--- config.mk ---
export PLATFORM = sky130hd
export DESIGN_NAME = matrix2x2_modular_power_top
export DESIGN_NICKNAME = d
export VERILOG_FILES = /design/src/hdl/m2mp_pkg.sv /design/src/hdl/m2mp_mul.sv /design/src/hdl/m2mp_mod.sv /design/src/hdl/matrix2x2_modular_power_top.sv
export SDC_FILE = /design/constraint.sdc
export NUM_CORES = 2
export LEC_CHECK = 0
export BUFFER_PORTS_ARGS = -buffer_cell sky130_fd_sc_hd__buf_2
export CELL_PAD_IN_SITES_DETAIL_PLACEMENT = 2
export CELL_PAD_IN_SITES_GLOBAL_PLACEMENT = 2
export CORE_ASPECT_RATIO = 1.25
export CORE_MARGIN = 2
export CORE_UTILIZATION = 43
export CTS_CLUSTER_SIZE = 8
export DETAILED_ROUTE_END_ITERATION = 12
export GPL_ROUTABILITY_DRIVEN = 0
export PLACE_DENSITY_LB_ADDON = 0.12
export SYNTH_ARGS = -nofsm -noshare
export SYNTH_HDL_FRONTEND = slang
export SYNTH_SLANG_ARGS = --single-unit
--- constraint.sdc ---
create_clock -name aclk -period 37.5 [get_ports aclk]
set_input_delay 1.875 -clock aclk [delete_from_list [all_inputs] [get_ports aclk]]
set_output_delay 1.875 -clock aclk [all_outputs]
set_load 0.01 [all_outputs]
--- src/hdl/m2mp_pkg.sv ---
// shared types and constants of the 2x2 modular matrix power block
`default_nettype none
package m2mp_pkg;

    localparam int EXP_BITS_DEFAULT = 31;
    localparam int DIV_STEPS = 33;

    typedef struct packed {
        logic [31:0]        entry_a;
        logic [31:0]        entry_b;
        logic [31:0]        entry_c;
        logic [31:0]        entry_d;
        logic signed [31:0] exponent;
        logic [31:0]        modulus;
    } m2mp_in_t;

    typedef struct packed {
        logic [63:0] result_a;
        logic [63:0] result_b;
        logic [63:0] result_c;
        logic [63:0] result_d;
    } m2mp_out_t;

    typedef enum logic [3:0] {
        ST_IDLE,
        ST_BIT,
        ST_SQCHK,
        ST_MUL,
        ST_ACC,
        ST_DIV,
        ST_ENTRY,
        ST_COMMIT,
        ST_OUT
    } m2mp_state_t;

endpackage
`default_nettype wire

--- src/hdl/m2mp_mul.sv ---
// registered 32x32 multiplier shared by all matrix products
`default_nettype none
module m2mp_mul (
    input  wire logic        aclk,
    input  wire logic [31:0] op_a,
    input  wire logic [31:0] op_b,
    output logic [63:0]      prod
);

    logic [63:0] prod_reg;

    always_ff @(posedge aclk) begin
        prod_reg <= op_a * op_b;
    end

    assign prod = prod_reg;

endmodule
`default_nettype wire

--- src/hdl/m2mp_mod.sv ---
// iterative remainder unit, two dividend bits per cycle
`default_nettype none
module m2mp_mod
    import m2mp_pkg::*;
(
    input  wire logic        aclk,
    input  wire logic        aresetn,
    input  wire logic        start,
    input  wire logic [64:0] dividend,
    input  wire logic [31:0] divisor,
    output logic             done,
    output logic [31:0]      rem
);

    localparam logic [5:0] CNT_LAST = 6'(DIV_STEPS - 1);

    logic        busy_reg;
    logic        done_reg;
    logic [5:0]  cnt_reg;
    logic [65:0] num_reg;
    logic [31:0] rem_reg;
    logic [31:0] r1;
    logic [31:0] r2;

    function automatic logic [31:0] rstep(logic [31:0] r, logic b, logic [31:0] m);
        logic [32:0] t;
        t = {r, b};
        if (t >= {1'b0, m}) begin
            t = t - {1'b0, m};
        end
        return t[31:0];
    endfunction

    always_comb begin
        r1 = rstep(rem_reg, num_reg[65], divisor);
        r2 = rstep(r1, num_reg[64], divisor);
    end

    always_ff @(posedge aclk) begin
        if (!aresetn) begin
            busy_reg <= 1'b0;
            done_reg <= 1'b0;
            cnt_reg  <= '0;
        end else begin
            done_reg <= 1'b0;
            if (start) begin
                busy_reg <= 1'b1;
                cnt_reg  <= '0;
            end else if (busy_reg) begin
                cnt_reg <= cnt_reg + 6'd1;
                if (cnt_reg == CNT_LAST) begin
                    busy_reg <= 1'b0;
                    done_reg <= 1'b1;
                end
            end
        end
    end

    always_ff @(posedge aclk) begin
        if (start) begin
            num_reg <= {1'b0, dividend};
            rem_reg <= '0;
        end else if (busy_reg) begin
            num_reg <= {num_reg[63:0], 2'b00};
            rem_reg <= r2;
        end
    end

    assign done = done_reg;
    assign rem  = rem_reg;

endmodule
`default_nettype wire

--- src/hdl/matrix2x2_modular_power_top.sv ---
// top level: 2x2 matrix power by square-and-multiply, optionally modulo m
//
// input items arrive on s_valid/s_ready/s_item, results leave on
// m_valid/m_ready/m_item, one result per item
// s_ready is high only while the sequencer is idle; one item at a time
// each matrix product takes four entries; an entry costs six passes
// through the shared 32x32 multiplier and, with a nonzero modulus, one
// run of the remainder unit at two bits per cycle; an exponent with top
// set bit n takes up to 2n+1 products, and a zero or negative exponent
// takes none
// the result sits in an output register; a new item is taken while it
// waits, and a finished result waits in the sequencer if it is still held
// reset (aresetn low, synchronous) empties the output and idles the block
`default_nettype none
module matrix2x2_modular_power_top
    import m2mp_pkg::*;
#(
    parameter int EXPONENT_BITS = EXP_BITS_DEFAULT
) (
    input  wire logic      aclk,
    input  wire logic      aresetn,
    input  wire logic      s_valid,
    output logic           s_ready,
    input  wire m2mp_in_t  s_item,
    output logic           m_valid,
    input  wire logic      m_ready,
    output m2mp_out_t      m_item
);

    localparam logic [32:0] EFULL = (33'd1 << EXPONENT_BITS) - 33'd1;
    localparam logic [31:0] EMASK = EFULL[31:0];
    localparam logic [2:0]  MSTEP_LAST = 3'd5;

    m2mp_state_t state_reg, state_next;

    logic [31:0] e_reg;
    logic [31:0] mod_reg;
    logic        use_sq_reg;
    logic [1:0]  ent_reg;
    logic [2:0]  mstep_reg;
    logic [64:0] sum_reg;
    logic [64:0] sum_next;
    logic [63:0] acc0_reg, acc1_reg, acc2_reg, acc3_reg;
    logic [63:0] sq0_reg, sq1_reg, sq2_reg, sq3_reg;
    logic [63:0] t0_reg, t1_reg, t2_reg, t3_reg;
    logic        m_valid_reg;
    m2mp_out_t   m_item_reg;

    logic [63:0] p0, p1, p2, p3;
    logic [63:0] xa, ya, xb, yb, x, y;
    logic [31:0] op_a, op_b;
    logic        shift_hi;
    logic [63:0] prod;
    logic [64:0] addend;
    logic        mod_start;
    logic        mod_done;
    logic [31:0] mod_rem;
    logic        out_free;
    logic        last_step;

    m2mp_mul u_mul (
        .aclk (aclk),
        .op_a (op_a),
        .op_b (op_b),
        .prod (prod)
    );

    m2mp_mod u_mod (
        .aclk     (aclk),
        .aresetn  (aresetn),
        .start    (mod_start),
        .dividend (sum_next),
        .divisor  (mod_reg),
        .done     (mod_done),
        .rem      (mod_rem)
    );

    // operand selection for the current entry and partial product
    always_comb begin
        p0 = use_sq_reg ? sq0_reg : acc0_reg;
        p1 = use_sq_reg ? sq1_reg : acc1_reg;
        p2 = use_sq_reg ? sq2_reg : acc2_reg;
        p3 = use_sq_reg ? sq3_reg : acc3_reg;
        case (ent_reg)
            2'd0: begin xa = p0; ya = sq0_reg; xb = p1; yb = sq2_reg; end
            2'd1: begin xa = p0; ya = sq1_reg; xb = p1; yb = sq3_reg; end
            2'd2: begin xa = p2; ya = sq0_reg; xb = p3; yb = sq2_reg; end
            default: begin xa = p2; ya = sq1_reg; xb = p3; yb = sq3_reg; end
        endcase
        x = (mstep_reg >= 3'd3) ? xb : xa;
        y = (mstep_reg >= 3'd3) ? yb : ya;
        case (mstep_reg)
            3'd0, 3'd3: begin op_a = x[31:0];  op_b = y[31:0];  shift_hi = 1'b0; end
            3'd1, 3'd4: begin op_a = x[31:0];  op_b = y[63:32]; shift_hi = 1'b1; end
            default:    begin op_a = x[63:32]; op_b = y[31:0];  shift_hi = 1'b1; end
        endcase
    end

    always_comb begin
        addend   = shift_hi ? {1'b0, prod[31:0], 32'd0} : {1'b0, prod};
        sum_next = ((mstep_reg == 3'd0) ? 65'd0 : sum_reg) + addend;
    end

    assign out_free  = !m_valid_reg || m_ready;
    assign last_step = (mstep_reg == MSTEP_LAST);

    // next state
    always_comb begin
        state_next = state_reg;
        case (state_reg)
            ST_IDLE:   if (s_valid) state_next = ST_BIT;
            ST_BIT:    state_next = e_reg[0] ? ST_MUL : ST_SQCHK;
            ST_SQCHK:  state_next = (e_reg[31:1] == 31'd0) ? ST_OUT : ST_MUL;
            ST_MUL:    state_next = ST_ACC;
            ST_ACC: begin
                if (!last_step) state_next = ST_MUL;
                else if (mod_reg != 32'd0) state_next = ST_DIV;
                else state_next = ST_ENTRY;
            end
            ST_DIV:    if (mod_done) state_next = ST_ENTRY;
            ST_ENTRY:  state_next = (ent_reg == 2'd3) ? ST_COMMIT : ST_MUL;
            ST_COMMIT: state_next = use_sq_reg ? ST_BIT : ST_SQCHK;
            ST_OUT:    if (out_free) state_next = ST_IDLE;
            default:   state_next = ST_IDLE;
        endcase
    end

    // outputs
    always_comb begin
        s_ready   = (state_reg == ST_IDLE);
        mod_start = (state_reg == ST_ACC) && last_step && (mod_reg != 32'd0);
    end

    always_ff @(posedge aclk) begin
        if (!aresetn) begin
            state_reg   <= ST_IDLE;
            m_valid_reg <= 1'b0;
        end else begin
            state_reg <= state_next;
            if (state_reg == ST_OUT && out_free) begin
                m_valid_reg <= 1'b1;
            end else if (m_ready) begin
                m_valid_reg <= 1'b0;
            end
        end
    end

    always_ff @(posedge aclk) begin
        case (state_reg)
            ST_IDLE: begin
                if (s_valid) begin
                    e_reg    <= s_item.exponent[31] ? 32'd0 : (s_item.exponent & EMASK);
                    mod_reg  <= s_item.modulus;
                    acc0_reg <= 64'd1;
                    acc1_reg <= 64'd0;
                    acc2_reg <= 64'd0;
                    acc3_reg <= 64'd1;
                    sq0_reg  <= {32'd0, s_item.entry_a};
                    sq1_reg  <= {32'd0, s_item.entry_b};
                    sq2_reg  <= {32'd0, s_item.entry_c};
                    sq3_reg  <= {32'd0, s_item.entry_d};
                end
            end
            ST_BIT: begin
                use_sq_reg <= 1'b0;
                ent_reg    <= 2'd0;
                mstep_reg  <= 3'd0;
            end
            ST_SQCHK: begin
                use_sq_reg <= 1'b1;
                ent_reg    <= 2'd0;
                mstep_reg  <= 3'd0;
            end
            ST_ACC: begin
                sum_reg   <= sum_next;
                mstep_reg <= mstep_reg + 3'd1;
                if (last_step && mod_reg == 32'd0) begin
                    case (ent_reg)
                        2'd0:    t0_reg <= sum_next[63:0];
                        2'd1:    t1_reg <= sum_next[63:0];
                        2'd2:    t2_reg <= sum_next[63:0];
                        default: t3_reg <= sum_next[63:0];
                    endcase
                end
            end
            ST_DIV: begin
                if (mod_done) begin
                    case (ent_reg)
                        2'd0:    t0_reg <= {32'd0, mod_rem};
                        2'd1:    t1_reg <= {32'd0, mod_rem};
                        2'd2:    t2_reg <= {32'd0, mod_rem};
                        default: t3_reg <= {32'd0, mod_rem};
                    endcase
                end
            end
            ST_ENTRY: begin
                ent_reg   <= ent_reg + 2'd1;
                mstep_reg <= 3'd0;
            end
            ST_COMMIT: begin
                if (use_sq_reg) begin
                    sq0_reg <= t0_reg;
                    sq1_reg <= t1_reg;
                    sq2_reg <= t2_reg;
                    sq3_reg <= t3_reg;
                    e_reg   <= {1'b0, e_reg[31:1]};
                end else begin
                    acc0_reg <= t0_reg;
                    acc1_reg <= t1_reg;
                    acc2_reg <= t2_reg;
                    acc3_reg <= t3_reg;
                end
            end
            ST_OUT: begin
                if (out_free) begin
                    m_item_reg.result_a <= acc0_reg;
                    m_item_reg.result_b <= acc1_reg;
                    m_item_reg.result_c <= acc2_reg;
                    m_item_reg.result_d <= acc3_reg;
                end
            end
            default: begin
            end
        endcase
    end

    assign m_valid = m_valid_reg;
    assign m_item  = m_item_reg;

endmodule
`default_nettype wire

==> out/qor.txt <==
status -> complete, no violations
Final Max Tran Viols -> 0
crit path capture -> u_mul.prod[62]
worst path bufs/invs -> 6
fin crit share -> 31.87%
leading cell type in the layout, fill and taps excluded -> edfxtp_1
GRT Overall Usage -> 35.73%
stages on the worst setup path -> 30
Final Setup Violations -> 0
post_cts resized -> 0
synth warn -> 0
Syn Nets -> 9291
clk slew on worst S/H paths -> 0.06 ns
total wire length -> 389.1 mm
vias per cell -> 5.989
post-synthesis cell type count -> 87
layout cells sized above 1 -> 14.36%
total gr overflow -> 0
Met1 Wirelength -> 142.0 mm
drt pass-1 iters -> 5
most frequent CP cell -> fa_1
H-tree depth -> 4
Max clock buf depth -> 4
postcts setup bufs -> 0
post-DR wirelength/cell -> 35.22 um
leading area contributor after synthesis -> edfxtp_1
io pins -> 454
Worst Max-Slew Pin Slew -> 1.335 ns
number of remaining DRC errors -> 0
Layout Nets -> 9677
Post-Syn Instances -> 7795
DR top layer -> met5
largest net degree at the start of global routing -> 197
Post-synth EDFFs -> 1223
met2 WL -> 196.5 mm
area grow syn2layout -> 11.80%
Yosys top cell area share -> 39.78%
die area -> 218500 um^2
via count -> 66170
Slowest-stage cell, CP -> buf_4
CTS Buf Count -> 193
global-route wire length before repair -> 554.7 mm
FMAX -> 83.66 MHz
relative slew slack -> 10.67%
CTS tree -> yes
CTS Hold Buffers Added -> 0
HPWL Detailed -> 285.7 mm
minimum clock period -> 11.95 ns
Synth Register Bits -> 1333
critical path arrival -> 12.67 ns
Skew-Pair Late Insertion Delay -> 0.90 ns
ys flop type -> edfxtp_1
Max Cap Violations -> 0
core area -> 214000 um^2
Initial Utilization -> 43.15%
max FFs per register -> 256
worst-path fanout max -> 35
synthesized cell area -> 92330 um^2
DIE HEIGHT -> 522.1 um
Setup Crit Path Kind -> reg2reg
I/O Buffers -> 453
most frequent cells in the layout -> edfxtp_1, inv_1, fa_1, nor2_1, nand2_1
initial drt markers -> 5740
CP required -> 38.22 ns
Mapped Avg Cell Area -> 11.85 um^2
CP startpoint -> ent_reg[0]
vias in the first global route -> 75170
clock sink count -> 1333
RSZ-0062 raised after global routing -> no
final hold vios -> 0
final setup TNS -> 0 ns
register area share after synthesis -> 42.16%
root buffer cell -> clkbuf_16
Max stage delay on crit path -> 0.80 ns
Min-Delay Path Class -> reg2reg
r2r worst-path depth -> 30
clk_skew -> 0.1198 ns
wire length on met3 -> 25.28 mm
initial antenna violation count -> 52
R2R Setup Slk -> 25.55 ns
ys async rst share -> 0%
critical path's top delay family -> adder cells
worst r2r dst -> u_mul.prod[62]
Fillers -> 21140
Die Span X -> 418.5 um
Site Rows -> 190
Synth area leaders -> edfxtp_1, fa_1, ha_1
Worst R2R Start -> ent_reg[0]
ANT nets after route -> 0
Setup crit end kind -> register
startpoint types -> register
synthesized netlist by cell type (72+ instances only):
library cell	n
mux2i_1	133
a21oi_1	215
nand2b_1	224
mux2_2	86
nor2_1	755
xnor2_1	105
dfxtp_1	110
clkbuf_1	296
edfxtp_1	1223
o21ai_0	235
nand2_1	520
fa_1	899
and2_1	347
inv_1	1036
xor2_1	72
ha_1	401
a21o_1	230
mux4_2	192
worst min-delay path by stage:
stage,from,end,slack (ns),depth (start not counted)
finish,acc2_reg[50],m_item[114],0.39,0
global route,acc2_reg[50],m_item[114],0.40,0
CTS,acc1_reg[50],m_item[178],0.38,0
detailed placement,acc1_reg[34],m_item[162],0.43,0
global placement,acc2_reg[39],m_item[103],0.43,0
floorplan,acc3_reg[0],m_item[0],0.42,0
cell families (layout without fill, tap and decap cells):
kind of cell / after synthesis / count (layout) / synth area share [%]
fa+ha+maj: 1300 / 1300 / 24.93
flops: 1333 / 1333 / 42.16
mux: 412 / 412 / 7.186
xor+xnor: 177 / 177 / 1.679
buf+inv: 1421 / 1871 / 5.900
simple gates: 2212 / 2212 / 11.52
compound gates: 940 / 940 / 6.631
other cells: 0 / 19 / 0
metal layers:
| metal | track usage [%] | vias to the layer above |
|---|---|---|
| li1 | - | 26920 |
| met4 | 20.14 | 28 |
| met5 | 0 | - |
| met1 | 41.97 | 35450 |
| met3 | 5.733 | 922 |
| met2 | 62.17 | 2845 |
cell type report:
class,count,area (um^2),area share [%]
antenna,19,47.55,0.04606
clock buffer,252,5104,4.944
clock inverter,7,65.06,0.06303
inverter,1036,3889,3.767
multi-input combinational,5041,48430,46.92
sequential,1333,38930,37.71
tap,2784,3483,3.375
timing repair buffer,576,3278,3.176
stage by stage:
step	hold WS (ns)	std cells	cell area, um^2	setup slack, ns	util [%]
detailed placement	0.4321	10770	98010	25.74	45.81
global route	0.4040	11030	103200	25.00	48.23
finish	0.3895	11050	103200	25.55	48.25
floorplan	0.4207	7795	92330	16.94	-
global placement	0.4272	10770	98010	26.01	45.81
CTS	0.3827	11030	103200	25.65	48.22
Power is left out: the tool's default activity adds up to more than one toggle a clock period on the data nets, which glitch-free logic cannot reach.
